===== src/rtl/assert_macros.svh =====
// Assertion macros used by the top-level RTL file.
`ifndef ASSERT_MACROS_SVH
`define ASSERT_MACROS_SVH
`ifndef SYNTHESIS
`define ASSERT_SAME(lbl, clk, rst_n, ante, cons) \
    lbl: assert property (@(posedge clk) disable iff (!(rst_n)) (ante) |-> (cons)) \
        else $error("assertion failed");
`define ASSERT_NEXT(lbl, clk, rst_n, ante, cons) \
    lbl: assert property (@(posedge clk) disable iff (!(rst_n)) (ante) |=> (cons)) \
        else $error("assertion failed");
`else
`define ASSERT_SAME(lbl, clk, rst_n, ante, cons)
`define ASSERT_NEXT(lbl, clk, rst_n, ante, cons)
`endif
`endif


===== src/rtl/grc_pkg.sv =====
// Package with the types, constants and helper functions of the ray-cast classifier.
package grc_pkg;

    localparam int GRID_DIM = 64;
    localparam int COORD_W  = $clog2(GRID_DIM);
    localparam int ADDR_W   = 2 * COORD_W;
    localparam int DIM_W    = 7;
    localparam int POS_W    = 8;
    localparam int TERM_W   = 11;
    localparam int COST_W   = 8;
    localparam int CFG_W    = 8;
    localparam int IDX_W    = 2;

    localparam logic [IDX_W-1:0] REG_GRID_WIDTH  = 2'd0;
    localparam logic [IDX_W-1:0] REG_GRID_HEIGHT = 2'd1;
    localparam logic [IDX_W-1:0] REG_LETHAL_COST = 2'd2;

    localparam logic [1:0] CLASS_FREE     = 2'd0;
    localparam logic [1:0] CLASS_OCCUPIED = 2'd1;
    localparam logic [1:0] CLASS_UNKNOWN  = 2'd2;

    typedef struct packed {
        logic signed [POS_W-1:0]  x;
        logic signed [POS_W-1:0]  y;
        logic signed [TERM_W-1:0] f;
    } t_walk;

    typedef struct packed {
        logic signed [TERM_W-1:0] d1;
        logic signed [TERM_W-1:0] d2;
        logic signed [POS_W-1:0]  ix;
        logic signed [POS_W-1:0]  iy;
        logic                     x_major;
    } t_geom;

    function automatic logic [DIM_W-1:0] eff_dim(input logic [DIM_W-1:0] v);
        logic [DIM_W-1:0] lim;
        lim = DIM_W'(GRID_DIM);
        return (v > lim) ? lim : v;
    endfunction

    function automatic logic inside_grid(input logic signed [POS_W-1:0] x,
                                         input logic signed [POS_W-1:0] y,
                                         input logic [DIM_W-1:0] w,
                                         input logic [DIM_W-1:0] h);
        logic signed [POS_W-1:0] ws;
        logic signed [POS_W-1:0] hs;
        ws = $signed(POS_W'(w));
        hs = $signed(POS_W'(h));
        return !x[POS_W-1] && !y[POS_W-1] && (x < ws) && (y < hs);
    endfunction

endpackage


===== src/rtl/grc_step.sv =====
// Bresenham step unit: advances the walk by one cell and checks the new cell against the grid.
module grc_step import grc_pkg::*; (
    input  t_walk            i_cur,
    input  t_geom            i_geom,
    input  logic [DIM_W-1:0] i_w,
    input  logic [DIM_W-1:0] i_h,
    output t_walk            o_next,
    output logic             o_inside
);

    logic f_neg;

    always_comb begin
        f_neg    = i_cur.f[TERM_W-1];
        o_next.f = f_neg ? (i_cur.f + i_geom.d1) : (i_cur.f + i_geom.d2);
        if (i_geom.x_major) begin
            o_next.x = i_cur.x + i_geom.ix;
            o_next.y = f_neg ? i_cur.y : (i_cur.y + i_geom.iy);
        end else begin
            o_next.y = i_cur.y + i_geom.iy;
            o_next.x = f_neg ? i_cur.x : (i_cur.x + i_geom.ix);
        end
        o_inside = inside_grid(o_next.x, o_next.y, i_w, i_h);
    end

endmodule


===== config.mk =====
export PLATFORM = sky130hd
export DESIGN_NAME = grc_step
export DESIGN_NICKNAME = d
export VERILOG_FILES = /design/src/rtl/assert_macros.svh /design/src/rtl/grc_pkg.sv /design/src/rtl/grc_step.sv
export SDC_FILE = /design/constraint.sdc
export NUM_CORES = 1
export LEC_CHECK = 0
export CAP_MARGIN = 0
export CORE_ASPECT_RATIO = 0.7
export CORE_MARGIN = 2
export CORE_UTILIZATION = 25
export DETAILED_ROUTE_END_ITERATION = 10
export DONT_BUFFER_PORTS = 1
export PLACE_DENSITY_LB_ADDON = 0.12
export SLEW_MARGIN = 20
export SYNTH_ARGS = -nofsm -noshare
export SYNTH_HDL_FRONTEND = slang
export SYNTH_SLANG_ARGS = --single-unit

===== constraint.sdc =====
create_clock -name vclk -period 3.3
set_input_delay 0.165 -clock vclk [all_inputs]
set_output_delay 0.165 -clock vclk [all_outputs]
set_load 0.005 [all_outputs]

-- Word level (Yosys, flattened, before mapping)
Index checks and enable logic that the tools add are counted.
- $add $sub $neg: 4
- multiply operators: 0
- div/mod/pow operators: 0
- order comparisons: 2
- eq/ne operators: 0
- shift operators: 0
- multiplexer cells: 4
- bitwise operators: 0
- reduce and logical (&&, ||, !) cells: 5
- operators by type and width (kind ; count):
    $add A11 B11 Y11 ; 2
    $add A8 B8 Y8 ; 2
    $lt A8 B8 Y1 ; 2
    $mux W16 ; 1
    $mux W8 ; 2
    $mux W11 ; 1
    $logic_and A1 B1 Y1 ; 3
    $logic_not A1 Y1 ; 2
- flip-flop bits (word level): 0
- latch bits: 0
- bits in writable memories: 0
- ROM bits: 0
- word-level logic and storage cells: 15
- memories: 0

-- Logic depth before layout (Yosys ltp)
Gate-level depths: netlist of run 1.
- word-level depth: 7
- depth in mapped cells: 14
- depth with buffers taken out: 14

-- Worst setup path after synthesis of run 1
OpenSTA, ideal clock, no wires.
- path kind: input port to output port
- start point: input i_cur[11] (netlist name)
- end point: output o_inside
- arrival: 2.329 ns
- setup slack: 0.806 ns
- stages: 13
- cell sequence: ha_1 fa_1 a21o_1 a21oi_1 o21bai_1 a21oi_1 xor2_1 o21ai_1 ha_1 nand3_1 a211o_1 nand4b_1 nor3_2
- RTL lines (what ; line ; source):
    start: declaration ; grc_step.sv:3 ; input t_walk i_cur,
    end: declaration ; grc_step.sv:8 ; output logic o_inside

==> results.cfg, run 1 <==
[placement]
hpwl_mm = 3.91
io_buffers = 0
dpl_cell_area_um2 = 1770
place_congestion = 0.801

[cells_and_area]
regArea_um2 = 0
syn_to_final_growth_pct = 5.69
antenna_cells = 0
drive_gt1_share_pct = 7.17
clkbuf_count = 0
finish.instance_area_um2 = 1770
num-nets-final = 344
seq_cells = 0

[logic_synthesis]
synth.top_cell.area_share_pct = 26.9
ys_top_cells_by_count = ha_1 (36), inv_1 (27), a21oi_1 (21)
synthCells = 226
synth-seq-area-share_pct = 0
syn_area_um2 = 1670
synth_area_per_cell_um2 = 7.40
ys.warnings.count = 0
synth_area_leader_cell = ha_1
synth_area_leaders = ha_1 (27%), a21oi_1 (6.3%), inv_1 (6.1%), mux2_2 (6.1%), xnor2_1 (5.8%)
synth_cell_type_count = 48
synth.most_common_cell = ha_1
syn_nets = 345

[timing]
rsz0062_at_grt = no
min_period_ps = 2810
slew_violations = 0
slew_headroom_pct = 68.1
hold_viol_final = 0
tns_ps = 0
max_freq_mhz = 356
worst_pin_slew_ps = 472
finalSetupViolations = 0
fin_crit_sh_pct = 85.1

[floorplan]
num_io_pins = 108
die_w_um = 102
num_rows = 24
die_area_um2 = 7370
dieHeight_um = 72.4
initial_core_util_pct = 26.4
core_area_um2 = 6340

[setup_path]
critPathMaxFanout = 2
critPathKind = in -> out
endpoint_kind = output port
arrival_ps = 2640
start_kind = primary input
critical_path_required_ps = 3130

[power]
peakVddDrop_mv = 0.0575
p_per_area_nw_per_um2 = 194
p_total_mw = 0.343
p_leak_nw = 0.816

[clock_network]
cts.hold.buffers_added = 0
post_cts_buffers = 0
post_cts_resized = 0

[global_routing]
grt_pass1_vias = 1559
antenna_found_initial = 0
grtUsageTotal_pct = 11.4
grt_overflow = 0
grt_max_degree = 17
grt_pass1_wl_mm = 7.00

[routing]
drtIter0Drc = 32
ant_nets = 0
viasPerCell = 4.80
routed_wl_mm = 4.38
route.detailed.drc = 0
avgRoutedWirePerCell_um = 13.9
vias = 1506
first_pass_iters = 4

[flow_run]
maxCapViolations = 0

[run_status]
status = complete, no violations

[min_path]
hp-class = in -> out
==> area by class of cell <==
cell class	count	area, um2
fill	709	4570
multi-input combinational	196	1550
tap	91	114
inverter	27	101
==> metal layers <==
| layer | global-route usage, % | wire (um) |
|---|---|---|
| met5 | 0 | 0 |
| met4 | 0 | 0 |
| met3 | 2.41 | 426 |
| met2 | 18.2 | 1780 |
| met1 | 16.6 | 2180 |
==> cells in the final DEF, fill, tap and decap left out, types with 4 or more instances in the layout <==
cell	instances
nor2_1	12
inv_1	27
xnor2_1	11
nor2b_1	7
a21oi_1	21
o21ai_1	10
nand2_1	17
o21ai_0	9
mux2_2	9
o21bai_1	4
ha_1	36
xor2_1	6
a21o_1	5
==> stage by stage <==
step	setup WS (ps)	hold slack [ps]	util (%)	instances
floorplan	806	414	-	226
global placement	449	425	27.9	314
detailed placement	417	426	27.9	314
CTS	405	426	27.9	314
global route	116	432	27.9	314
finish	493	424	27.9	314
==> worst max-delay path, cell delays in order <==
cell and delay (ps):
ha_1 150, inv_1 60, fa_1 380, nor2b_1 160, o21ai_1 90, a21oi_1 220, o21ai_1 110, o311ai_1 430
ha_1 340, a211oi_1 220, nand4b_1 170, nor3_2 160
==> kinds of logic (layout without fill, tap and decap cells) <==
kind of cell	after synthesis	after routing	synth area share (%)
xor+xnor	17	17	8.91
fa+ha+maj	39	39	30.5
simple gates	60	60	18.8
buf+inv	30	27	7.19
compound gates	66	66	24.9
mux	14	14	9.66
==> report_power, final <==
group | leakage, nW | total [mW] | internal [mW] | switching (mW)
clock | 0 | 0 | 0 | 0
sequential | 0 | 0 | 0 | 0
combinational | 0.816 | 0.343 | 0.153 | 0.190
total | 0.816 | 0.343 | 0.153 | 0.190
==> worst paths after layout <==
path	to	slack, ps	cells after the start	startpoint
max	o_inside	490	12	i_cur[19]
min	o_next[26]	420	1	i_cur[26]
Power figures use the tool's default switching activity.
==> inputs of run 2 (changes only) <==
--- a/config.mk
+++ b/config.mk
@@ -11,7 +11,6 @@
 export CORE_UTILIZATION = 25
 export DETAILED_ROUTE_END_ITERATION = 10
 export DONT_BUFFER_PORTS = 1
-export PLACE_DENSITY_LB_ADDON = 0.12
 export SLEW_MARGIN = 20
 export SYNTH_ARGS = -nofsm -noshare
 export SYNTH_HDL_FRONTEND = slang
==> run 2 against run 1 <==
Against the previous run:
- sequential share of layout area did not move
- combinational power about the same
- power grew 0.55%
- die area did not move
- via count rose by 3.3%
- setup slack worse by 66 ps
- sequential cell count did not move
- clock-buffer cell count unchanged
==> results.cfg, run 2 (synthesis gave the netlist of run 1 again) <==
[timing]
hold_viol_final = 0
tns_ps = 0
fin_crit_sh_pct = 87.1
rsz0062_at_grt = no
slew_violations = 0
finalSetupViolations = 0
worst_pin_slew_ps = 499
max_freq_mhz = 348
min_period_ps = 2870
setup_ws_ps = 427
slew_headroom_pct = 66.2

[cells_and_area]
layout_common_cells = ha_1 (36), inv_1 (27), a21oi_1 (21)
layout_commonest_cell = ha_1
regArea_um2 = 0
antenna_cells = 0
nFillCells = 705
finish.instance_area_um2 = 1770
final_util_pct = 27.9
seq_cells = 0
syn_to_final_growth_pct = 5.69
drive_gt1_share_pct = 7.17
clkbuf_count = 0
multi_input_area_um2 = 1550
num-nets-final = 344

[setup_path]
endpoint_kind = output port
critPathKind = in -> out
cp.depth = 12
critPathMaxFanout = 2
slowest_delay_ps = 450
critical_path_required_ps = 3130
crit_family = compound AO/OA/AOI/OAI gates
startpoint = i_cur[19]
cp-endpoint = o_inside
arrival_ps = 2710
crit_buf_inv = 1
start_kind = primary input
cp_cell_sequence = ha_1 > inv_1 > fa_1 > nor2b_1 > o21ai_1 > a21oi_1 > o21ai_1 > o311ai_1 > ha_1 > a211oi_1 > nand4b_1 > nor3_2
slowest_stage = o311ai_1

[global_routing]
grt_pass1_wl_mm = 6.88
antenna_found_initial = 0
globalRouteMet1Util_pct = 15.7
use_met2_pct = 18.6
grt_use_met3_pct = 1.16
grt_pass1_vias = 1534
grt_max_degree = 17
grtUsageTotal_pct = 10.9
grt_overflow = 0
grt-busiest-layer = met2

[routing]
drtIter0Drc = 41
route.detailed.drc = 0
vias = 1555
first_pass_iters = 4
ant_nets = 0
routed_wl_mm = 4.29
viasPerCell = 4.95
avgRoutedWirePerCell_um = 13.6

[placement]
hpwl_mm = 3.90
dp_slack_ps = 462
io_buffers = 0
dpl_cell_area_um2 = 1770
place_congestion = 0.871

[clock_network]
cts.hold.buffers_added = 0
post_cts_buffers = 0
post_cts_resized = 0

[floorplan]
num_io_pins = 108
die_w_um = 102
dieHeight_um = 72.4
die_area_um2 = 7370
num_rows = 24
initial_core_util_pct = 26.4
core_area_um2 = 6340

[run_status]
status = complete, no violations

[power]
p_total_mw = 0.345
p_leak_nw = 0.816
p_per_area_nw_per_um2 = 195
peakVddDrop_mv = 0.0683

[flow_run]
maxCapViolations = 0

[min_path]
hp-class = in -> out
-- run 2: cell counts in the layout (fill, tap and decap cells not counted) --
No cell type changed its count.
-- run 2: power breakdown --
| group | switching, mW | internal, mW | leakage (nW) |
|---|---|---|---|
| combinational | 0.192 | 0.153 | 0.816 |
| clock | 0 | 0 | 0 |
| sequential | 0 | 0 | 0 |
| total | 0.192 | 0.153 | 0.816 |
-- run 2: worst min path at each step --
stage | startpoint | endpoint | slack, ps | cells past startpoint
floorplan | i_cur[26] | o_next[26] | 410 | 1
global placement | i_cur[26] | o_next[26] | 430 | 1
detailed placement | i_cur[26] | o_next[26] | 440 | 1
CTS | i_cur[26] | o_next[26] | 440 | 1
global route | i_cur[26] | o_next[26] | 440 | 1
finish | i_cur[26] | o_next[26] | 440 | 1
-- run 2: final cells by class --
type                       count  area share [%]
multi-input combinational    196            87.8
inverter                      27            5.74
tap                           91            6.44
-- run 2: metrics by stage --
step / std cells / hold WS, ps
5_1_grt: 314 / 441
6_report: 314 / 435
3_5_place_dp: 314 / 435
4_1_cts: 314 / 435
3_3_place_gp: 314 / 434
2_1_floorplan: 226 / 414
-- run 2: metal layers --
layer  up-vias  part of all wire (%)
li1        809                     -
met4         0                     0
met5         -                     0
met1       684                    49
met3         0                   6.3
met2        62                    44
==> inputs of run 3 (changes only) <==
--- a/config.mk
+++ b/config.mk
@@ -8,7 +8,7 @@
 export CAP_MARGIN = 0
 export CORE_ASPECT_RATIO = 0.7
 export CORE_MARGIN = 2
-export CORE_UTILIZATION = 25
+export CORE_UTILIZATION = 40
 export DETAILED_ROUTE_END_ITERATION = 10
 export DONT_BUFFER_PORTS = 1
 export SLEW_MARGIN = 20
==> run 3 against run 2 <==
Against the previous run:
- via count shrank 2.3%
- die area shrank 36%
- sequential cell count is the same
- combinational power shrank 2%
- utilization grew 15 points
- setup slack gained 110 ps
- hold slack lost 9.2 ps
- critical path type unchanged
==> results.cfg, run 3 (synthesis gave the netlist of run 1 again) <==
[routing]
avgRoutedWirePerCell_um = 14.1
routed_wl_mm = 3.87
drtIter0Drc = 54
route.detailed.drc = 0
vias = 1519
first_pass_iters = 4
ant_nets = 0
viasPerCell = 5.52

[placement]
hpwl_mm = 3.49
dp_slack_ps = 492
io_buffers = 0
place_congestion = 0.827
dpl_cell_area_um2 = 1720

[timing]
fin_crit_sh_pct = 83.6
hold-worst-slack_ps = 426
slew_headroom_pct = 71.0
min_period_ps = 2760
finalSetupViolations = 0
rsz0062_at_grt = no
slew_violations = 0
setup_ws_ps = 540
max_freq_mhz = 362
worst_pin_slew_ps = 428
hold_viol_final = 0
tns_ps = 0

[cells_and_area]
antenna_cells = 0
clkbuf_count = 0
finish.instance_area_um2 = 1720
num-nets-final = 344
final_util_pct = 43.3
seq_cells = 0
regArea_um2 = 0
layout_common_cells = ha_1 (36), inv_1 (27), a21oi_1 (21)
syn_to_final_growth_pct = 2.77
nFillCells = 421
layout_commonest_cell = ha_1
drive_gt1_share_pct = 7.17

[setup_path]
start_kind = primary input
endpoint_kind = output port
critical_path_required_ps = 3130
arrival_ps = 2590
critPathMaxFanout = 2
critPathKind = in -> out

[global_routing]
grt_pass1_vias = 1356
grt_overflow = 0
antenna_found_initial = 0
grt_pass1_wl_mm = 5.84
grt_max_degree = 17
grtUsageTotal_pct = 14.9

[clock_network]
post_cts_resized = 0
post_cts_buffers = 0
cts.hold.buffers_added = 0

[power]
p_per_area_nw_per_um2 = 197
peakVddDrop_mv = 0.130
p_leak_nw = 0.816

[floorplan]
dieHeight_um = 58.1
die_w_um = 81.3
initial_core_util_pct = 42.1
num_io_pins = 108
die_area_um2 = 4720
core_area_um2 = 3970
num_rows = 19

[run_status]
status = complete, no violations

[flow_run]
maxCapViolations = 0

[min_path]
holdPathStages = 1
hp-class = in -> out
[run 3: area by class of cell]
cell class	instances	area, um2	share of cell area, %
inverters	27	101	5.90
well taps	52	65.1	3.79
multi-input cells	196	1550	90.3
[run 3: stage by stage]
step	power [mW]	cells
global route	0.385	275
global placement	0.340	275
floorplan	0.285	226
detailed placement	0.340	275
CTS	0.343	275
finish	0.338	275
[run 3: where the power goes]
group / internal [mW] / leakage, nW / switching (mW)
clock network: 0 / 0 / 0
logic: 0.153 / 0.816 / 0.186
registers: 0 / 0 / 0
[run 3: per-layer routing]
layer	share of wire (%)	wire length [um]	up-vias	global-route usage (%)
met2	42	1640	72	25.5
met3	8.5	328	0	1.25
met1	49	1900	635	21.7
met5	0	0	-	0
met4	0	0	0	0
li1	-	-	812	-
[run 3: worst max-delay path, stage by stage]
cell,delay (ps)
ha_1,150
inv_1,60
fa_1,380
nor2b_1,160
o21ai_1,90
a21oi_1,210
o21ai_1,110
o311ai_1,390
ha_1,340
o2111ai_1,110
a21oi_1,60
nand4b_1,220
nor3_2,150
[run 3: worst paths after layout]
| path | startpoint | to | slack (ps) |
|---|---|---|---|
| worst min-delay path | i_cur[26] | o_next[26] | 430 |
| worst max-delay path | i_cur[19] | o_inside | 540 |
